$ cat config.mk
export PLATFORM = sky130hd
export DESIGN_NAME = ggbu_div
export DESIGN_NICKNAME = d
export VERILOG_FILES = /design/src/ggbu_pkg.sv /design/src/ggbu_div.sv
export SDC_FILE = /design/constraint.sdc
export NUM_CORES = 1
export LEC_CHECK = 0
export ABC_AREA = 1
export BUFFER_PORTS_ARGS = -buffer_cell sky130_fd_sc_hd__buf_2
export CORE_MARGIN = 1.5
export CORE_UTILIZATION = 45
export DETAILED_ROUTE_END_ITERATION = 10
export PLACE_DENSITY_LB_ADDON = 0.2
export SLEW_MARGIN = 20
export SYNTH_ARGS = -nofsm -noshare
export SYNTH_HDL_FRONTEND = slang
export SYNTH_SLANG_ARGS = --single-unit
$ cat constraint.sdc
create_clock -name clk_i -period 7.2 [get_ports clk_i]
set_input_delay 0 -clock clk_i [delete_from_list [all_inputs] [get_ports clk_i]]
set_output_delay 0 -clock clk_i [all_outputs]
set_load 0.02 [all_outputs]
$ cat src/ggbu_pkg.sv
// ----------------------------------------------------------------------------
// ggbu_pkg
// Shared types, codes and widths of the gaussian gradient bandit update block.
// ----------------------------------------------------------------------------
package ggbu_pkg;

  localparam int ACT_DIMS  = 8;
  localparam int FRAC_BITS = 16;
  localparam int DIM_W     = 3;

  localparam logic [31:0] SPREAD_ONE = 32'(64'd1 << FRAC_BITS);
  localparam logic [30:0] LR_RESET   = 31'd655;

  // serial multiplier: MUL_W x MUL_W operands, one multiplier bit a cycle
  localparam int MUL_W  = 64;
  localparam int MUL_CW = $clog2(MUL_W);
  // serial divider: DIV_W dividend, 32-bit divisor, one quotient bit a cycle
  localparam int DIV_W  = 128;
  localparam int DIV_CW = $clog2(DIV_W);

  // gradient step magnitudes clamp here
  localparam logic [33:0] MAG_CLAMP = 34'h2_0000_0000;

  localparam logic [1:0] MODE_LOAD   = 2'd0;
  localparam logic [1:0] MODE_UPDATE = 2'd1;
  localparam logic [1:0] MODE_READ   = 2'd2;
  // unused code, behaves as read
  localparam logic [1:0] MODE_RSVD   = 2'd3;

  localparam logic [1:0] STATUS_OK    = 2'd0;
  localparam logic [1:0] STATUS_SAT   = 2'd1;
  localparam logic [1:0] STATUS_BADSG = 2'd2;

  typedef struct packed {
    logic [1:0]        mode;
    logic [DIM_W-1:0]  dimension;
    logic              first_of_update;
    logic signed [31:0] reward;
    logic signed [31:0] action_value;
    logic signed [31:0] param_mean;
    logic signed [31:0] param_spread;
  } in_item_t;

  typedef struct packed {
    logic [DIM_W-1:0]  out_dimension;
    logic signed [31:0] new_mean;
    logic signed [31:0] new_spread;
    logic signed [31:0] advantage_out;
    logic [1:0]        status;
  } out_item_t;

  // handshake between the sequencer and a serial arithmetic unit
  typedef struct packed {
    logic start;
    logic done;
  } unit_ctl_t;

  // quotient clamped to the largest step magnitude
  function automatic logic [33:0] clamp_mag(input logic [DIV_W-1:0] q);
    logic [33:0] r;
    if (|q[DIV_W-1:33]) begin
      r = MAG_CLAMP;
    end else begin
      r = q[33:0];
    end
    return r;
  endfunction

endpackage

$ cat src/ggbu_div.sv
// ----------------------------------------------------------------------------
// ggbu_div
// Restoring bit-serial divider, wide dividend by a 32-bit divisor.
// ----------------------------------------------------------------------------
module ggbu_div import ggbu_pkg::*; (
  input  logic             clk_i,
  input  logic             rst_ni,
  input  logic             start_i,
  input  logic [DIV_W-1:0] dividend_i,
  input  logic [31:0]      divisor_i,
  output logic             done_o,
  output logic [DIV_W-1:0] quo_o
);

  logic [DIV_W-1:0]  quo_q;
  logic [31:0]       rem_q;
  logic [31:0]       dvs_q;
  logic [DIV_CW-1:0] cnt_q;
  logic              busy_q;
  logic              done_q;
  logic [32:0]       sh;
  logic [32:0]       diff;
  logic              ge;

  assign sh   = {rem_q, quo_q[DIV_W-1]};
  assign diff = sh - {1'b0, dvs_q};
  assign ge   = sh >= {1'b0, dvs_q};

  always_ff @(posedge clk_i or negedge rst_ni) begin
    if (!rst_ni) begin
      busy_q <= 1'b0;
      done_q <= 1'b0;
      cnt_q  <= '0;
    end else begin
      done_q <= 1'b0;
      if (start_i) begin
        busy_q <= 1'b1;
        cnt_q  <= '0;
      end else if (busy_q) begin
        cnt_q <= cnt_q + 1'b1;
        if (cnt_q == DIV_CW'(DIV_W - 1)) begin
          busy_q <= 1'b0;
          done_q <= 1'b1;
        end
      end
    end
  end

  always_ff @(posedge clk_i) begin
    if (start_i) begin
      quo_q <= dividend_i;
      rem_q <= '0;
      dvs_q <= divisor_i;
    end else if (busy_q) begin
      // remainder stays below the divisor, so 32 bits hold it
      rem_q <= ge ? diff[31:0] : sh[31:0];
      quo_q <= {quo_q[DIV_W-2:0], ge};
    end
  end

  assign done_o = done_q;
  assign quo_o  = quo_q;

endmodule

After elaboration in Yosys (flattened, before gate mapping)
Cells that the tools add are included.

operators by class
  equality and inequality tests = 1
  magnitude comparators = 1
  add/sub/neg operators = 2
  multiplexer cells = 11
  reduce and logical (&&, ||, !) cells = 1

operators by type and width
  kind                   count
  $mux W128              2
  $ge A33 B32 Y1         1
  $mux W32               1
  $sub A32 B32 Y32       1
  $mux W7                2
  $add A7 B1 Y7 const B  1
  $eq A7 B7 Y1 const B   1
  $mux W1                6
  $reduce_bool A2 Y1     1

word-level totals
  output and inout port bits = 129
  register bits after elaboration = 201
  word-level logic and storage cells = 22
  bits of input ports = 163

Longest topological paths before layout
Gate-level depths: netlist (run 1).

  depth after elaboration = 4
  depth in mapped cells = 17

Least setup slack after synthesis (run 1)
No wires, ideal clock.

  path kind = register to register
  start point = register busy_q
  end point = register quo_q[0] (netlist: quo_o[0]), enable pin
  data required time = 6.656 ns
  path buffers = 1
  data arrival time = 4.271 ns
  setup time = 0.544 ns
  setup slack = 2.385 ns
  cell stages (with the launch flop) = 4
  path through = dfrtp_1 nor2_1 inv_1 clkbuf_1

between the ends
  word-level cells in the longest chain between the ends = 1

RTL lines
  element                              line            source
  start, declared                      ggbu_div.sv:19  logic busy_q;
  start signal, assigned               ggbu_div.sv:31  busy_q <= 1'b0;
  start signal, assigned               ggbu_div.sv:37  busy_q <= 1'b1;
  start signal, assigned               ggbu_div.sv:42  busy_q <= 1'b0;
  $reduce_bool A2 Y1 (no source line)  -
  end signal, assigned                 ggbu_div.sv:51  quo_q <= dividend_i;
  end signal, assigned                 ggbu_div.sv:57  quo_q <= {quo_q[DIV_W-2:0], ge};
  end, declared                        ggbu_div.sv:15  logic [DIV_W-1:0] quo_q;

Every way passes these cells.
A chain may end at the register's enable or synchronous reset.

Worst setup path after layout (run 1)
  start point = register rem_q[19]
  end point = register rem_q[26]

between the ends
  word-level cells in the longest chain between the ends = 2
  elaborated cells between the ends (all ways) = 3

RTL lines
  element                                                    line                            source
  start, declared                                            ggbu_div.sv:16                  logic [31:0] rem_q;
  start signal, assigned                                     ggbu_div.sv:56                  rem_q <= ge ? diff[31:0] : sh[31:0];
  $sub A32 B32 Y32 / $ge A33 B32 Y1 (equally long branches)  ggbu_div.sv:26, ggbu_div.sv:27
  $mux W32 (*)                                               ggbu_div.sv:56

Mark *: on every way between the ends. The rest lies on a longest branch, timed or not.

==> flow_summary.json, run 1 <==
{
  "setup-violations-final": 0,
  "async_reset_ff_share_pct": 4.478,
  "grt_util_all_layers_pct": 25.81,
  "power.density_mw_per_mm2": 272.1,
  "grt_pass1_wl_um": 52680,
  "synth_simple_gate_area_share_pct": 32.76,
  "synth_edf_count": 160,
  "synthFlopType": "edfxtp_1",
  "whs_endpoint": "dvs_q[10]$_DFFE_PP_",
  "finalWorstSetupSlack_ps": 4649,
  "cts_setup_buffers": 0,
  "cts_tree": "done",
  "fin_nets": 2033,
  "vias": 10440,
  "cp_max_fo": 34,
  "port_buffers": 291,
  "cts_buffer_depth": 3,
  "utilization_pct": 62.41,
  "cts_made_buffers": 22,
  "whs_ps": -8.426,
  "io_pins": 292,
  "critPathRequiredTime_ps": 7670,
  "core_mm2": 0.02418,
  "final_area_mm2": 0.01509,
  "reg2reg_from": "rem_q[19]$_SDFFE_PP0P_",
  "synth_top_cell_by_area": "edfxtp_1",
  "endpoint_kind": "flip-flop",
  "p_leak_nw": 7.914,
  "grt_pass1_vias": 10206,
  "startpoint": "rem_q[19]$_SDFFE_PP0P_",
  "clock_latency_ps": 530,
  "hp-start": "start_i",
  "dieArea_mm2": 0.02545,
  "tightest_slew_ps": 1046,
  "synth_compound_area_share_pct": 2.530,
  "synth_xor_area_share_pct": 1.112,
  "reg2reg_depth": 14,
  "clk_pin_slew_ps": 60,
  "ys_ff_latch": 201,
  "first_pass_iters": 5,
  "start_kind": "flip-flop",
  "r2r-end": "rem_q[26]$_SDFFE_PP0P_",
  "totalPowerFinal_mw": 4.105,
  "violations": "hold timing",
  "muxShareOfSynthArea_pct": 0,
  "grt_overflow": 0,
  "initial_core_util_pct": 45.61,
  "die_h_um": 159.5,
  "synth_top_area_share_pct": 43.57,
  "maxSlewViolCount": 0,
  "cap_violations": 0,
  "hold_viol_final": 9,
  "final_cell_count_no_fill": 2177,
  "cp.arrival_ps": 3020,
  "area_growth_pct": 36.83,
  "synth-seq-area-share_pct": 51.42,
  "setup_tns_ps": 0,
  "htree_num_levels": 1,
  "synth_common_cells": "nand2_1 (689), inv_1 (176), edfxtp_1 (160)",
  "rsz0062_at_grt": "false",
  "wl_per_cell_um": 15.16,
  "reg2reg_slack_ps": 4650,
  "synth_area_leaders": "edfxtp_1 (44%), nand2_1 (23%), inv_1 (6.0%)",
  "outcome": "finished, violations left",
  "grt_antenna_before_repair": 1,
  "holdPathStages": 1,
  "dr.first_iter.drc_count": 723,
  "finalWirelength_um": 33000,
  "synth_top_family_by_area": "simple AND/OR/NAND/NOR gates",
  "routabilityCongestion": 0.9337,
  "core.rowCount": 57,
  "fin_crit_ps": 2551,
  "antenna_left": 0,
  "ir_worst_vdd_uv": 186.6,
  "critical_path_class": "flip-flop to flip-flop",
  "vias_per_cell": 4.796,
  "yosys.area_share.adder_pct": 3.926,
  "fmax_ghz": 0.3919,
  "drc_errors": 0,
  "grt_max_degree": 101,
  "synthDistinctLibCells": 41,
  "dp_cells": 1974,
  "numClockSinks": 201,
  "yosysMostFrequentCell": "nand2_1",
  "synth_nets": 1596,
  "drive_above_1_share_pct": 19.71,
  "postPlaceCellArea_mm2": 0.01271,
  "cts_root_buffer": "clkbuf_16",
  "fin_crit_sh_pct": 35.44,
  "synth_area_mm2": 0.01103,
  "skew_ps": 6.827,
  "relSlewSlack_pct": 30.28,
  "die_width_um": 159.5,
  "hp-class": "input pin to flip-flop",
  "place_ws_ps": 4308,
  "hpwl_um": 22140,
  "synth_warnings": 0,
  "synth_cells": 1399,
  "avgSynthCellArea_um2": 7.882
}
[state kept, by name, summed over array words and instances (netlist names)]
| signal | count |
|---|---|
| busy_q | 1 |
| cnt_q | 7 |
| done_o | 1 |
| dvs_q | 32 |
| quo_o | 128 |
| rem_q | 32 |
[kinds of logic (layout without fill, tap and decap cells)]
family          count (synthesis)  count (layout)
other cells                     0               1
simple gates                  871             871
fa+ha+maj                      34              34
buf+inv                       227             680
compound gates                 52              52
xor+xnor                       14              14
flops                         201             201
[power by group]
group          internal, mW  switching [mW]  total (mW)  leakage [nW]
Combinational         0.541           0.897        1.44          5.44
Clock                 0.681           0.480        1.16         0.369
Sequential             1.42          0.0908        1.51          2.10
Total                  2.64            1.47        4.10          7.91
[critical path, stage by stage (launching register included)]
cell	delay [ps]
dfxtp_1	330
ha_1	390
nand2_1	190
inv_1	70
nand2_2	80
nand2_2	50
nand2_1	70
nand2_1	80
nand2_1	80
nand2_2	80
nor2_8	470
nand2_8	250
nand3_1	200
nand2_1	70
nand2_1	50
[layer usage]
metal  global-route usage, %  wire [um]  vias to the layer above
met5                       0          0                        -
met4                   9.648       1221                        0
met3                   5.053       2073                       66
met2                   45.47      16450                      353
met1                   31.24      13250                     4759
li1                        -          -                     5262
[cells in the final DEF (no fill, tap or decap), types with 11 or more instances in the layout]
master,Yosys,layout
nand2_1,689,689
buf_2,4,290
inv_1,176,175
dlygate4sd3_1,0,162
edfxtp_1,160,160
nand3_1,79,79
nor2_1,40,38
ha_1,33,33
dfxtp_1,32,32
a21oi_1,26,26
clkbuf_16,0,22
nand3b_1,14,14
xnor2_1,13,13
nand2_2,11,11
[cell type report]
type	count	area [um^2]
sequential	201	5670
fill	2052	9089
antenna	1	2.502
tap	324	405.4
clock buffer	31	624.3
multi-input combinational	971	4457
clock inverter	9	120.1
inverter	183	694.4
timing repair buffer	457	3114
[how the worst max path moves through the flow]
stage / slack [ps] / end / depth (start not counted)
finish: 4650 / rem_q[26]$_SDFFE_PP0P_ / 14
global route: 4430 / rem_q[9]$_SDFFE_PP0P_ / 15
CTS: 4290 / quo_o[76]$_DFFE_PP_ / 3
detailed placement: 4310 / quo_o[80]$_DFFE_PP_ / 3
global placement: 4360 / quo_o[108]$_DFFE_PP_ / 4
floorplan: 2390 / quo_o[0]$_DFFE_PP_ / 3
[timing repair]
action	4_1_cts	5_1_grt
setup endpoints to repair	0	0
hold buffers	162	0
hold endpoints to repair	169	0
resized for setup	0	0
Note: power is estimated with default switching activity, not from simulation.
==> run 2: changes to the inputs <==
clock period = 2.2 ns   (was 7.2 ns; I/O delays follow)
==> run 2 against run 1 <==
The flow now finishes without violations. Combinational power grew to 4.1 times the previous value. Wire length grew 9.2%. Final area grew 6.9%. Register-to-register slack lost 4500 ps. Clock-buffer cell count shrank 2. Via count grew 4.5%. Total power grew to 3.6 times the previous value. Die area is the same. Clock skew grew 6.7 ps. Final cell count grew 2.3%. Sequential power grew to 3.3 times the previous value. Critical endpoint unchanged. Largest power group is now combinational cells. Highest routed layer unchanged.
==> flow_summary.json, run 2 (synthesized netlist as in run 1, its figures left out) <==
{
  "outcome": "completed",
  "skew_ps": 13.56,
  "reg2reg_depth": 14,
  "die_width_um": 159.5,
  "endpoint_kind": "flip-flop",
  "routabilityCongestion": 0.9460,
  "maxSlewViolCount": 0,
  "hold_viol_final": 0,
  "io_pins": 292,
  "tightest_slew_ps": 1062,
  "final_common_cell": "nand2_1",
  "dr.first_iter.drc_count": 833,
  "clk_pin_slew_ps": 60,
  "grt_overflow": 0,
  "finalWorstSetupSlack_ps": 102.4,
  "fin_crit_ps": 2098,
  "hpwl_um": 23370,
  "grt_pass1_vias": 10570,
  "fin_crit_sh_pct": 95.35,
  "cts_buffer_depth": 3,
  "numClockSinks": 201,
  "p_leak_nw": 8.234,
  "grt_pass1_wl_um": 54260,
  "cp.arrival_ps": 2530,
  "cts_root_buffer": "clkbuf_16",
  "hp-class": "input pin to flip-flop",
  "fin_nets": 2082,
  "final_area_mm2": 0.01613,
  "area_growth_pct": 46.25,
  "die_h_um": 159.5,
  "setup_tns_ps": 0,
  "drive_above_1_share_pct": 25.62,
  "reg2reg_from": "dvs_q[25]$_DFFE_PP_",
  "port_buffers": 291,
  "final_cell_count_no_fill": 2227,
  "antenna_left": 0,
  "place_ws_ps": -47.84,
  "core_mm2": 0.02418,
  "largest_reg_flops": 128,
  "dp_cells": 2010,
  "first_pass_iters": 5,
  "initial_core_util_pct": 45.61,
  "drc_errors": 0,
  "fmax_ghz": 0.4767,
  "vias_per_cell": 4.898,
  "ir_worst_vdd_uv": 589.8,
  "cp_max_fo": 8,
  "postPlaceCellArea_mm2": 0.01307,
  "cts_tree": "done",
  "start_kind": "flip-flop",
  "critPathRequiredTime_ps": 2630,
  "hp-start": "divisor_i[7]",
  "clock_latency_ps": 540,
  "power.density_mw_per_mm2": 917.3,
  "grt_util_all_layers_pct": 26.62,
  "setup-violations-final": 0,
  "core.rowCount": 57,
  "layout_common_cells": "nand2_1 (660), buf_2 (290), inv_1 (167), dlygate4sd3_1 (163), edfxtp_1 (160)",
  "cts_made_buffers": 23,
  "cap_violations": 0,
  "startpoint": "dvs_q[25]$_DFFE_PP_",
  "wl_per_cell_um": 16.18,
  "grt_antenna_before_repair": 2,
  "dieArea_mm2": 0.02545,
  "htree_num_levels": 1,
  "finalWirelength_um": 36040,
  "grt_max_degree": 97,
  "holdPathStages": 2,
  "utilization_pct": 66.70,
  "relSlewSlack_pct": 29.17,
  "critical_path_class": "flip-flop to flip-flop",
  "vias": 10908,
  "rsz0062_at_grt": "true"
}
==> run 2: cell count changes in the layout (fill, tap and decap cells not counted), moves of 5 or more <==
cell and delta:
buf_12 +8, buf_4 +31, clkbuf_16 +5, ha_1 -27, ha_4 +25, inv_1 -8, inv_2 +10, nand2_1 -29
nand2_2 +24
==> run 2: power breakdown <==
part	internal, mW	switching (mW)	leakage (nW)
combinational	2.53	3.41	5.78
clock	2.21	1.62	0.352
sequential	4.64	0.382	2.10
==> run 2: worst max-delay path, cell delays in order (launching register included) <==
cell      delay, ps
edfxtp_1        340
inv_1            50
ha_1            330
nand2_2         100
nor2_4          160
nand2_1          70
nor2_1          120
nand2_2          90
nor2_4          140
nor2_8           90
buf_12          150
nand2_8         100
nand3_1         130
nand2_1          90
nand2_1          40
==> run 2: path summary, 6_finish.rpt <==
check                                         end  slack, ps
setup / recovery           rem_q[26]$_SDFFE_PP0P_        100
hold / removal                 dvs_q[7]$_DFFE_PP_        170
setup reg to reg           rem_q[26]$_SDFFE_PP0P_        100
hold reg to reg              cnt_q[5]$_DFFE_PN0P_        450
max in group asynchronous    cnt_q[1]$_DFFE_PN0P_       1420
min in group asynchronous        done_o$_DFF_PN0_        470
==> run 2: cell type report <==
type	instances	area, um^2
fillers	1975	8050
flip-flops and latches	201	5672
multi-input cells	973	4966
repair buffers	503	3643
inverters	183	694.4
clock buffers	29	608.1
well taps	324	405.4
clock inverters	12	132.6
diodes	2	5.005
==> run 2: per-stage QoR <==
| stage | hold WS, ps | total power [mW] |
|---|---|---|
| 3_3_place_gp | -132.9 | 9.755 |
| 4_1_cts | 152.0 | 13.89 |
| 2_1_floorplan | -295.6 | 8.316 |
| 6_report | 174.1 | 14.79 |
| 5_1_grt | 168.3 | 15.61 |
| 3_5_place_dp | -130.2 | 9.800 |
==> run 2: timing repair <==
item | 4_1_cts | 5_1_grt
hold buffers | 163 | 0
cloned | 0 | 6
hold endpoints to repair | 188 | 0
pin swaps | 1 | 18
buffers inserted | 0 | 5
resized for setup | 3 | 102
setup endpoints to repair | 6 | 33
==> run 2: routing by layer <==
layer | global-route usage [%] | vias up | share of wire (%)
met1 | 31.82 | 5006 | 39
met5 | 0 | - | 0
met2 | 47.22 | 428 | 50
met3 | 5.158 | 105 | 6.8
met4 | 10.33 | 0 | 4.6
li1 | - | 5369 | -
