<file path="src/ggbu_pkg.sv">
// ----------------------------------------------------------------------------
// ggbu_pkg
// Shared types, codes and widths of the gaussian gradient bandit update block.
// ----------------------------------------------------------------------------
package ggbu_pkg;

  localparam int ACT_DIMS  = 8;
  localparam int FRAC_BITS = 16;
  localparam int DIM_W     = 3;

  localparam logic [31:0] SPREAD_ONE = 32'(64'd1 << FRAC_BITS);
  localparam logic [30:0] LR_RESET   = 31'd655;

  // serial multiplier: MUL_W x MUL_W operands, one multiplier bit a cycle
  localparam int MUL_W  = 64;
  localparam int MUL_CW = $clog2(MUL_W);
  // serial divider: DIV_W dividend, 32-bit divisor, one quotient bit a cycle
  localparam int DIV_W  = 128;
  localparam int DIV_CW = $clog2(DIV_W);

  // gradient step magnitudes clamp here
  localparam logic [33:0] MAG_CLAMP = 34'h2_0000_0000;

  localparam logic [1:0] MODE_LOAD   = 2'd0;
  localparam logic [1:0] MODE_UPDATE = 2'd1;
  localparam logic [1:0] MODE_READ   = 2'd2;
  // unused code, behaves as read
  localparam logic [1:0] MODE_RSVD   = 2'd3;

  localparam logic [1:0] STATUS_OK    = 2'd0;
  localparam logic [1:0] STATUS_SAT   = 2'd1;
  localparam logic [1:0] STATUS_BADSG = 2'd2;

  typedef struct packed {
    logic [1:0]        mode;
    logic [DIM_W-1:0]  dimension;
    logic              first_of_update;
    logic signed [31:0] reward;
    logic signed [31:0] action_value;
    logic signed [31:0] param_mean;
    logic signed [31:0] param_spread;
  } in_item_t;

  typedef struct packed {
    logic [DIM_W-1:0]  out_dimension;
    logic signed [31:0] new_mean;
    logic signed [31:0] new_spread;
    logic signed [31:0] advantage_out;
    logic [1:0]        status;
  } out_item_t;

  // handshake between the sequencer and a serial arithmetic unit
  typedef struct packed {
    logic start;
    logic done;
  } unit_ctl_t;

  // quotient clamped to the largest step magnitude
  function automatic logic [33:0] clamp_mag(input logic [DIV_W-1:0] q);
    logic [33:0] r;
    if (|q[DIV_W-1:33]) begin
      r = MAG_CLAMP;
    end else begin
      r = q[33:0];
    end
    return r;
  endfunction

endpackage

</file>
<file path="src/ggbu_mul.sv">
// ----------------------------------------------------------------------------
// ggbu_mul
// Bit-serial shift-add multiplier, one multiplier bit per cycle.
// ----------------------------------------------------------------------------
module ggbu_mul import ggbu_pkg::*; (
  input  logic               clk_i,
  input  logic               rst_ni,
  input  logic               start_i,
  input  logic [MUL_W-1:0]   a_i,
  input  logic [MUL_W-1:0]   b_i,
  output logic               done_o,
  output logic [2*MUL_W-1:0] prod_o
);

  logic [2*MUL_W-1:0] acc_q;
  logic [MUL_W-1:0]   mc_q;
  logic [MUL_CW-1:0]  cnt_q;
  logic               busy_q;
  logic               done_q;
  logic [MUL_W:0]     sum;

  assign sum = {1'b0, acc_q[2*MUL_W-1:MUL_W]} + (acc_q[0] ? {1'b0, mc_q} : '0);

  always_ff @(posedge clk_i or negedge rst_ni) begin
    if (!rst_ni) begin
      busy_q <= 1'b0;
      done_q <= 1'b0;
      cnt_q  <= '0;
    end else begin
      done_q <= 1'b0;
      if (start_i) begin
        busy_q <= 1'b1;
        cnt_q  <= '0;
      end else if (busy_q) begin
        cnt_q <= cnt_q + 1'b1;
        if (cnt_q == MUL_CW'(MUL_W - 1)) begin
          busy_q <= 1'b0;
          done_q <= 1'b1;
        end
      end
    end
  end

  always_ff @(posedge clk_i) begin
    if (start_i) begin
      acc_q <= {{MUL_W{1'b0}}, b_i};
      mc_q  <= a_i;
    end else if (busy_q) begin
      acc_q <= {sum, acc_q[MUL_W-1:1]};
    end
  end

  assign done_o = done_q;
  assign prod_o = acc_q;

endmodule

</file>
<file path="config.mk">
export PLATFORM = sky130hd
export DESIGN_NAME = ggbu_mul
export DESIGN_NICKNAME = d
export VERILOG_FILES = /design/src/ggbu_pkg.sv /design/src/ggbu_mul.sv
export SDC_FILE = /design/constraint.sdc
export NUM_CORES = 1
export LEC_CHECK = 0
export BUFFER_PORTS_ARGS = -buffer_cell sky130_fd_sc_hd__buf_2
export CAP_MARGIN = 10
export CORE_UTILIZATION = 55
export DETAILED_ROUTE_END_ITERATION = 8
export PLACE_DENSITY_LB_ADDON = 0.05
export REMOVE_ABC_BUFFERS = 1
export SLEW_MARGIN = 10
export SYNTH_ARGS = -nofsm -noshare
export SYNTH_HDL_FRONTEND = slang
export SYNTH_SLANG_ARGS = --single-unit
</file>
<file path="constraint.sdc">
create_clock -name clk_i -period 4.4 [get_ports clk_i]
set_input_delay 0.66 -clock clk_i [delete_from_list [all_inputs] [get_ports clk_i]]
set_output_delay 0.66 -clock clk_i [all_outputs]
set_load 0.1 [all_outputs]
</file>
### Word level (Yosys, flattened, before mapping)

Index checks and enable logic that the tools add are counted.

* add/sub/neg operators: 2
* multipliers: 0
* divide/modulo/power cells: 0
* $lt $le $gt $ge: 0
* equal/unequal tests: 1
* shifts and indexed selects: 0
* multiplexer cells: 11
* bitwise logic cells: 0
* reductions and logical operators: 1

Operator list (count)
* two-way mux 64 bit: 3
* adder 64 x 64 -> 65 bit: 1
* two-way mux 6 bit: 2
* adder 6 x 1 -> 6 bit (second input constant): 1
* == test 6 bit (second input constant): 1
* two-way mux 1 bit: 6
* nonzero test 2 bit: 1

* bits in registers: 200
* bits in latches: 0
* bits in writable memories: 0
* ROM bits: 0
* input bits: 131
* output and inout port bits: 129
* word-level logic and storage cells: 21
* memories: 0

### Longest topological paths before layout

Gate-level depths: netlist of the first run.

* depth in word-level cells: 4
* gate-level depth with buffers: 16
* depth with buffers taken out: 14

### Least setup slack after synthesis of the first run

No wires, ideal clock.

* path kind: reg-to-reg
* from: reg acc_q[0] (netlist: prod_o[0])
* to: reg acc_q[121] (netlist: prod_o[121])
* setup time: 126 ps
* data arrival time: 3818 ps
* required time: 4274 ps
* path slack: 456 ps
* cell stages (with the launch flop): 16
* buffers on the path: 1
* period minus slack after synthesis: 3944 ps
* cell sequence: edfxtp_1 clkbuf_1 and2_1 ha_1 fa_1 a211oi_2 nor2_2 o2111a_1 o21ai_2 a211oi_1 or3_4 a221o_2 a21oi_4 o21bai_2 xnor2_1 o21ai_1

* longest elaborated chain between the ends: 2

RTL lines
* start: declaration: line ggbu_mul.sv:15 `logic [2*MUL_W-1:0] acc_q;`
* start signal: assignment: line ggbu_mul.sv:46 `acc_q <= {{MUL_W{1'b0}}, b_i};`
* start signal: assignment: line ggbu_mul.sv:49 `acc_q <= {sum, acc_q[MUL_W-1:1]};`
* two-way mux 64 bit: line ggbu_mul.sv:22 `assign sum = {1'b0, acc_q[2*MUL_W-1:MUL_W]} + (acc_q[0] ? {1'b0, mc_q} : '0);`
* adder 64 x 64 -> 65 bit: line ggbu_mul.sv:22

No other way between the ends.
A chain may end at the register's enable or synchronous reset.

### Worst setup path after layout of the first run

Same ends and word-level chain as after synthesis.

==> results of run 1 <==
[sequential cells by signal (all words and copies together) (netlist names)]
name and count:
done_o 1, cnt_q 6, prod_o 128, mc_q 64
busy_q 1
[logic make-up after synthesis]
family                   share of synthesized area (%)
flip-flops                                        47.5
AO/OA/AOI/OAI                                     15.9
XOR/XNOR                                          5.00
AND/OR/NAND/NOR                                   12.8
adder cells (fa/ha/maj)                           7.43
buffers and inverters                             2.46
multiplexers                                      8.92
[layout make-up]
| type | count | area share (%) |
|---|---|---|
| antenna | 3 | 0.0566 |
| clock buffer | 19 | 3.26 |
| clock inverter | 13 | 0.990 |
| inverter | 17 | 0.481 |
| multi-input combinational | 778 | 42.3 |
| sequential | 200 | 40.1 |
| tap | 265 | 2.50 |
| timing repair buffer | 267 | 10.3 |
[worst max-delay path: stages (launching register included)]
cell and delay [ns]:
edfxtp_1 0.41, buf_4 0.27, and2_1 0.22, fa_1 0.47
a211oi_2 0.27, nor2_2 0.09, o2111a_1 0.26, o21ai_2 0.14
a211oi_1 0.08, or3_4 0.38, a221o_2 0.47, a21oi_4 0.22
o21bai_2 0.10, xnor2_1 0.15, o21ai_1 0.07
[Yosys cell counts (2+ instances only)]
cell type / count / area [µm²]
edfxtp_1: 128 / 3840
nor2_1: 92 / 345
a21oi_1: 78 / 390
and2_1: 71 / 444
ha_1: 65 / 813
dfxtp_1: 64 / 1280
mux2_2: 64 / 721
nand2_1: 63 / 236
a21o_1: 41 / 308
xnor2_1: 40 / 350
o21ai_0: 39 / 195
clkbuf_1: 37 / 139
mux2i_1: 28 / 280
xor2_1: 24 / 210
nand4_1: 18 / 113
o21ai_1: 18 / 90.1
inv_1: 16 / 60.1
nand3_1: 12 / 60.1
o21bai_1: 12 / 90.1
buf_2: 11 / 55.1
o21a_1: 11 / 82.6
a31oi_1: 10 / 62.6
nor3_1: 10 / 50.1
a211oi_1: 9 / 67.6
dfrtp_1: 8 / 200
and3_1: 5 / 31.3
nor2b_1: 5 / 31.3
o211ai_1: 5 / 37.5
a211o_1: 4 / 35.0
a21oi_4: 4 / 65.1
a31o_2: 4 / 35.0
and4_1: 3 / 26.3
nand2b_1: 3 / 18.8
a211oi_2: 2 / 25.0
a221oi_1: 2 / 17.5
buf_1: 2 / 7.51
nand4b_1: 2 / 17.5
o21ai_2: 2 / 17.5
o22ai_1: 2 / 12.5
o31ai_2: 2 / 25.0
[placed cells by master (no fill, tap or decap), types with 10 or more instances in the layout]
master,n
buf_2,258
a21oi_1,78
a21o_1,41
nor2_1,91
nand3_1,12
ha_1,65
a31oi_1,10
o21ai_0,39
edfxtp_1,128
clkbuf_16,17
o21a_1,11
o21bai_1,12
inv_1,15
dfxtp_1,64
mux2i_1,28
xor2_1,24
xnor2_1,40
nor3_1,10
nand4_1,18
nand2_1,63
and2_1,71
mux2_2,64
o21ai_1,18
[metrics by stage]
stage	std cells	hold slack (ns)	total power, µW	worst slack (ns)	instance area [µm²]
global placement	1527	0.459	6030	0.761	12700
floorplan	995	0.364	5380	0.190	11000
finish	1562	0.0496	7570	0.657	13300
detailed placement	1527	0.460	6060	0.672	12700
global route	1561	0.0390	7930	0.452	13300
CTS	1559	0.0367	7600	0.650	13300
[per-layer routing]
metal	vias to the layer above	GRT usage, %	part of all wire, %
met4	2	10.4	2.5
met1	4219	34.3	43
met5	-	0	0.060
met3	50	7.40	6.6
met2	291	47.1	48
li1	4299	-	-
[report_power, final]
group | internal (µW) | switching [µW]
Sequential | 2290 | 199
Clock | 755 | 775
Combinational | 873 | 2680
Total | 3920 | 3650
[worst min-delay path by stage]
| stage | cells after the start | end | startpoint |
|---|---|---|---|
| CTS | 1 | cnt_q[5]$_DFFE_PN0P_ | rst_ni |
| detailed placement | 2 | prod_o[109]$_SDFFE_PP0P_ | prod_o[109]$_SDFFE_PP0P_ |
| global placement | 2 | prod_o[109]$_SDFFE_PP0P_ | prod_o[109]$_SDFFE_PP0P_ |
| finish | 1 | cnt_q[5]$_DFFE_PN0P_ | rst_ni |
| floorplan | 0 | busy_q$_DFF_PN0_ | rst_ni |
| global route | 1 | cnt_q[5]$_DFFE_PN0P_ | rst_ni |
==> flow_summary.ini, run 1 <==
[pwr]
cellLeakagePower_uw = 0.00607
cellPowerDensity_nw_per_um2 = 570
peakVddDrop_mv = 0.296

[sta]
drv_slew = 0
finalSetupViolCount = 0
clock_skew_ns = 0.0164
period_needed_ns = 3.74
hold_violations = 0
fmax_mhz = 267
rsz0062_at_grt = false
slew_headroom_pct = 27.4
worst_pin_slew_ns = 1.09
fin_crit_sh_pct = 85.1
fin_tns_setup_ns = 0

[die]
ioPinCount = 260
core_area_um2 = 19700
die-area_um2 = 21000
die_h_um = 145
num_rows = 51
die-width_um = 145
initial_core_util_pct = 56.9

[clock_network]
cts_inserted_buffers = 17
clkSlewWorstSetupHoldPaths_ns = 0.08
htreeDepth = 4
cts_resized = 0
cts_sinks = 200
root_buffer = clkbuf_16
cts_setup_buffers = 0
clk_latency_ns = 0.44
cts_buffer_depth = 2
ctsHoldBuffers = 0
cts_tree = built

[routing]
first_pass_iters = 5
via_count = 8861
routedWlPerCell_um = 18.2
vias_per_cell = 5.67
drt_iter0_markers = 547
drc = 0
ant_nets = 0
wirelength_um = 28500

[critical_path]
crit_fanout = 38
reg2reg_slack_ns = 0.66
timing.rr.start = prod_o[0]$_DFFE_PP_
arrival_ns = 4.03
worst_setup_path_end_kind = flop
crit_required_ns = 4.69
startpoint_type = flop
cp-endpoint = prod_o[121]$_SDFFE_PP0P_
reg2reg_depth = 14
r2r-end = prod_o[121]$_SDFFE_PP0P_
worstSetupStartpoint = prod_o[0]$_DFFE_PP_
worstSetupPathType = reg2reg

[layout]
drive_gt1_share_pct = 30.3
n_fill_cell = 1600
fin_nets = 1478
synthToLayoutAreaGrowth_pct = 18.3
seqCellArea_um2 = 5330
multi_input_area_um2 = 5620
postLayoutCoreUtil_pct = 67.3

[worst_hold_path]
hold_class = in2async

[synth]
synth-edff-count = 128
synthArstFlopShare_pct = 4.00
ys_types = 70
synthFlopType = edfxtp_1
synthCells = 1046
synth.cell_area_um2 = 11200
synth_seq_cells = 200
syn_area_per_cell_um2 = 10.7
synth_seq_area_share_pct = 47.5
yosys_warnings = 0

[global_routing]
grt_pass1_wl_um = 44400
grt_max_degree = 78
first_global_vias = 8715
overflow = 0
antenna_found_initial = 4
grt.total_usage_pct = 27.9

[place]
dp_hpwl_um = 20800
io_buffers = 259
gp_congestion = 0.900

[status]
status = finished, final reports clean

[flow_run]
maxCapViolCount = 0
No activity file was read; power rests on OpenSTA's default activity.
==> run 2: changes to the inputs <==
Settings changed: CORE_UTILIZATION 55 to 37, CTS_BUF_LIST from default to sky130_fd_sc_hd__clkbuf_16.
==> run 2 against run 1 <==
Net effect:
- clock-buffer cell count fell by 2
- first-iteration DRC count fell by 18%
- final cell count rose by 8.0%
- final area rose by 1.2%
- clock power barely moved
- sequential share of layout area fell by 0.48 points
- maximum frequency rose by 3.4%
- hold slack got worse by 0.0028 ns
- routed wire length rose by 5.9%
- worst setup slack improved by 0.12 ns
- via count fell by 4.1%
- die area rose by 48%
- highest routed layer unchanged
==> flow_summary.ini, run 2 (same netlist as run 1, synthesis figures left out) <==
[status]
status = finished, final reports clean

[pwr]
finalPower_uw = 7550
switchingPower_uw = 3650
cellLeakagePower_uw = 0.00609
combPwrFrac_pct = 47.0
p_sw_share_pct = 48.3
clkPwrFrac_pct = 20.0
p_seq_share_pct = 32.9
cellPowerDensity_nw_per_um2 = 562
intPower_uw = 3900
peakVddDrop_mv = 0.285

[clock_network]
cts_setup_buffers = 0
cts_inserted_buffers = 17
cts_tree = built
clkSlewWorstSetupHoldPaths_ns = 0.08
cts_resized = 0
root_buffer = clkbuf_16
clk_latency_ns = 0.45
cts_buffer_depth = 2
ctsHoldBuffers = 0
cts_sinks = 200
htreeDepth = 4

[critical_path]
crit_fanout = 5
startpoint_type = flop
worst_setup_path_end_kind = flop
max_stage_delay_ns = 0.48
worstSetupPathType = reg2reg
arrival_ns = 3.91
path_depth = 14
slowest_stage = a221o_2
crit_chain = and2_1 > ha_1 > fa_1 > a211oi_2 > nor2_2 > o2111a_1 > o21ai_2 > a211oi_1 > or3_4 > a221o_2 > a21oi_4 > o21bai_2 > xnor2_1 > o21ai_1
cp_top_family = compound AO/OA/AOI/OAI gates
crit_required_ns = 4.69
reg2reg_depth = 14
worstSetupStartpoint = prod_o[0]$_DFFE_PP_
critPathBufInv = 0
timing.rr.start = prod_o[0]$_DFFE_PP_

[die]
die-area_um2 = 31000
initial_core_util_pct = 37.7
num_rows = 63
core_area_um2 = 29700
die_h_um = 176
die-width_um = 176
ioPinCount = 260

[global_routing]
grt.total_usage_pct = 19.7
grt_max_degree = 71
first_global_vias = 8667
grt_pass1_wl_um = 47200
antenna_found_initial = 5
overflow = 0

[routing]
wl_met3_um = 2280
top_layer_used = met5
wirelength_um = 30100
first_pass_iters = 5
vias_per_cell = 5.04
via_count = 8498
drt_iter0_markers = 447
wl_met1_um = 13700
ant_nets = 0
drc = 0
wl_met2_um = 13800
routedWlPerCell_um = 17.9

[worst_hold_path]
hold_class = in2async

[sta]
drv_slew = 0
clock_skew_ns = 0.0141
holdWs_ns = 0.0467
fmax_mhz = 276
fin_tns_setup_ns = 0
slew_headroom_pct = 20.9
rsz0062_at_grt = false
fin_crit_sh_pct = 82.3
finalSetupViolCount = 0
period_needed_ns = 3.62
hold_violations = 0
worst_pin_slew_ns = 1.19

[layout]
mostFrequentLayoutCells = buf_2 (258), edfxtp_1 (128), nor2_1 (91), a21oi_1 (78), and2_1 (71)
largest_register_ff_count = 128
fin_nets = 1479
synthToLayoutAreaGrowth_pct = 19.8
mostFrequentLayoutCell = buf_2
drive_gt1_share_pct = 30.3
n_fill_cell = 2886

[flow_run]
maxCapViolCount = 0

[place]
dp_hpwl_um = 22200
io_buffers = 259
gp_congestion = 0.829
## run 2: changes by cell type in the layout (fill, tap and decap cells not counted), sizes merged
| cell | previous run | this run |
|---|---|---|
| clkinvlp | 2 | 1 |
| buf | 267 | 268 |
| clkinv | 5 | 7 |
| clkbuf | 19 | 17 |
| diode | 3 | 2 |
| inv | 23 | 24 |
## run 2: cell type report
cell class	instances	area [µm²]	area share (%)
repair buffers	268	1380	10.3
flip-flops and latches	200	5330	39.6
multi-input cells	778	5620	41.8
diodes	2	5.00	0.0372
inverters	17	63.8	0.475
clock inverters	15	126	0.940
well taps	390	488	3.63
clock buffers	17	425	3.17
## run 2: worst register-to-register path, stage by stage (launching register included)
cell and delay, ns:
edfxtp_1 0.44, and2_1 0.17, ha_1 0.21, fa_1 0.44
a211oi_2 0.26, nor2_2 0.08, o2111a_1 0.26, o21ai_2 0.13
a211oi_1 0.08, or3_4 0.39, a221o_2 0.48, a21oi_4 0.21
o21bai_2 0.10, xnor2_1 0.13, o21ai_1 0.07
## run 2: power groups by stage
| stage | registers (µW) | logic [µW] | clock network, µW |
|---|---|---|---|
| after floorplan | 4100 | 1280 | 0 |
| after global placement | 2530 | 3560 | 0 |
| after detailed placement | 2530 | 3560 | 0 |
| after CTS | 2490 | 3570 | 1570 |
| after global routing | 2530 | 3790 | 1620 |
| final | 2490 | 3550 | 1510 |
## run 2: final timing paths
| kind | to | slack [ns] |
|---|---|---|
| max | prod_o[121]$_SDFFE_PP0P_ | 0.78 |
| max reg2reg | prod_o[121]$_SDFFE_PP0P_ | 0.78 |
| min in group clk_i | mc_q[8]$_DFFE_PP_ | 0.38 |
| max in group asynchronous | busy_q$_DFF_PN0_ | 4.16 |
| min | cnt_q[2]$_DFFE_PN0P_ | 0.05 |
| min reg2reg | prod_o[121]$_SDFFE_PP0P_ | 0.48 |
## run 2: per-stage QoR
stage	instance area (µm²)	std cells	util [%]	setup WS, ns
detailed placement	12900	1653	43.3	0.776
CTS	13400	1685	45.2	0.755
global route	13400	1685	45.2	0.554
finish	13400	1687	45.2	0.779
floorplan	11000	995	-	0.190
global placement	12900	1653	43.3	0.855
## run 2: metal layers
metal / GRT usage (%) / vias to the layer above
met5: 0 / -
met3: 6.72 / 19
met4: 4.64 / 4
li1: - / 4306
met2: 31.8 / 211
met1: 25.2 / 3958
==> run 3: changes to the inputs <==
Clock period 4.4 ns to 3.3 ns, I/O delays scaled along.
==> run 3 against run 2 <==
Net effect:
- the flow now finishes with violations (setup timing)
- first-iteration DRC count rose by 6.7%
- worst setup slack got worse by 0.86 ns
- routed wire length rose by 2.8%
- clock skew fell by 0.0022 ns
- maximum frequency rose by 7.2%
- core utilization rose by 4.9 points
- die area did not move
- sequential power rose by 34%
- hold slack improved by 0.16 ns
- critical path type unchanged
- critical endpoint unchanged
==> flow_summary.ini, run 3 (same netlist as run 1, synthesis figures left out) <==
[sta]
hold_violations = 0
fmax_mhz = 296
clock_skew_ns = 0.0119
worst_pin_slew_ns = 0.766
period_needed_ns = 3.38
slew_headroom_pct = 48.9
fin_tns_setup_ns = -0.304
drv_slew = 0
rsz0062_at_grt = true
finalSetupViolCount = 7
fin_crit_sh_pct = 102
fin_ws_ns = -0.0777

[routing]
drc = 0
first_pass_iters = 5
via_count = 9006
wirelength_um = 31000
vias_per_cell = 4.97
drt_iter0_markers = 477
routedWlPerCell_um = 17.1
ant_nets = 0

[critical_path]
crit_chain = and2_1 > ha_2 > fa_2 > a211oi_2 > nor2_2 > o2111a_1 > o21ai_2 > a211oi_2 > or3_4 > a221o_2 > a21oi_4 > o21bai_2 > xnor2_1 > o21ai_1
crit_required_ns = 3.63
crit_fanout = 3
worst_setup_path_end_kind = flop
r2r-end = prod_o[121]$_SDFFE_PP0P_
slowest_stage = a221o_2
startpoint_type = flop
max_stage_delay_ns = 0.44
reg2reg_depth = 14
arrival_ns = 3.71
timing.rr.start = prod_o[0]$_DFFE_PP_
crit_top_cell = a211oi_2
worstSetupStartpoint = prod_o[0]$_DFFE_PP_
worstSetupPathType = reg2reg
reg2reg_slack_ns = -0.08

[pwr]
combPwrFrac_pct = 49.3
cellLeakagePower_uw = 0.00679
clkPwrFrac_pct = 20.1
cellPowerDensity_nw_per_um2 = 731
switchingPower_uw = 5110
intPower_uw = 5770
peakVddDrop_mv = 0.401
p_sw_share_pct = 47.0
p_seq_share_pct = 30.6

[flow_run]
maxCapViolCount = 0

[clock_network]
clkSlewWorstSetupHoldPaths_ns = 0.08
cts_sinks = 200
cts_inserted_buffers = 17
cts_buffer_depth = 2
root_buffer = clkbuf_16
cts_tree = built
clk_latency_ns = 0.45
htreeDepth = 4

[place]
gp_congestion = 0.876
io_buffers = 259
place_area_um2 = 13800
dp_hpwl_um = 23100
dp_cells = 1767

[layout]
drive_gt1_share_pct = 40.7
fin_nets = 1602
largest_register_ff_count = 128
fin_area_um2 = 14900
mostFrequentLayoutCells = buf_2 (258), edfxtp_1 (128), buf_4 (124), nor2_1 (86), and2_1 (70)
finalNonFillerCells = 1811
n_fill_cell = 2831
mostFrequentLayoutCell = buf_2
synthToLayoutAreaGrowth_pct = 32.6

[worst_hold_path]
whs_path_depth = 1
worstHoldEndpoint = mc_q[49]$_DFFE_PP_
hold_start = a_i[49]
hold_class = in2reg

[status]
status = finished, violations left
violations = setup timing

[global_routing]
grt_max_degree = 81
grt.total_usage_pct = 20.2
grt_pass1_wl_um = 48500
first_global_vias = 9182
overflow = 0
antenna_found_initial = 2

[die]
core_area_um2 = 29700
initial_core_util_pct = 37.7
die_h_um = 176
die-width_um = 176
num_rows = 63
die-area_um2 = 31000
ioPinCount = 260
-- run 3: cell types whose count changed in the layout (fill, tap and decap cells not counted), moves of 8 or more --
cell / delta
a21oi_1: -19
a21oi_2: +17
ha_4: +8
ha_1: -10
buf_4: +116
-- run 3: what timing repair did --
action                                  4_1_cts  5_1_grt
resized for setup                            38       43
endpoints found under the hold margin         8        0
pin swaps                                    19       17
hold buffers                                  1        0
endpoints found under the setup margin       21       33
buffers inserted                              4        5
-- run 3: how the worst max path moves through the flow --
stage | end | cells after the start
after floorplan | prod_o[121]$_SDFFE_PP0P_ | 14
after global placement | prod_o[121]$_SDFFE_PP0P_ | 14
after detailed placement | prod_o[125]$_SDFFE_PP0P_ | 14
after CTS | prod_o[121]$_SDFFE_PP0P_ | 14
after global routing | prod_o[121]$_SDFFE_PP0P_ | 14
final | prod_o[121]$_SDFFE_PP0P_ | 14
-- run 3: final cells by class --
| cell class | instances | area (µm²) | share of cell area (%) |
|---|---|---|---|
| Multi-Input combinational cell | 778 | 6030 | 40.5 |
| Tap cell | 390 | 488 | 3.28 |
| Sequential cell | 200 | 5330 | 35.8 |
| Inverter | 17 | 63.8 | 0.429 |
| Timing Repair Buffer | 391 | 2360 | 15.8 |
| Antenna cell | 3 | 7.51 | 0.0505 |
| Clock inverter | 15 | 180 | 1.21 |
| Clock buffer | 17 | 425 | 2.86 |
-- run 3: power groups by stage --
stage | clock (µW) | sequential [µW] | combinational (µW)
2_1_floorplan | 0 | 5470 | 1700
3_3_place_gp | 0 | 3370 | 5170
3_5_place_dp | 0 | 3370 | 5180
4_1_cts | 2250 | 3330 | 5300
5_1_grt | 2330 | 3380 | 5700
6_report | 2180 | 3330 | 5360
-- run 3: worst max-delay path, delay by kind of cell (launching register included) --
family,cells,cell delay [ns]
adders and majority gates,2,0.58
and+or+nand+nor,3,0.59
DFF,1,0.41
AOI/OAI and AO/OA,8,1.54
xor gates and xnor gates,1,0.15
-- run 3: per-layer routing --
layer  routed length (µm)  GRT usage [%]  up-vias  part of all wire (%)
met5                    0              0        -                     0
met4                  256           4.46        0                  0.83
met3                 1940           6.35       11                   6.3
met2                14700           33.7      192                    48
met1                14100           25.4     4258                    45
li1                     -              -     4545                     -
-- run 3: through the flow --
stage / total power [µW] / util (%) / worst slack (ns) / hold slack, ns
2_1_floorplan: 7170 / - / -0.910 / 0.199
3_3_place_gp: 8540 / 46.3 / -0.142 / 0.366
3_5_place_dp: 8550 / 46.3 / -0.224 / 0.367
4_1_cts: 10900 / 49.2 / -0.130 / 0.185
5_1_grt: 11400 / 50.1 / -0.218 / 0.182
6_report: 10900 / 50.1 / -0.0777 / 0.208
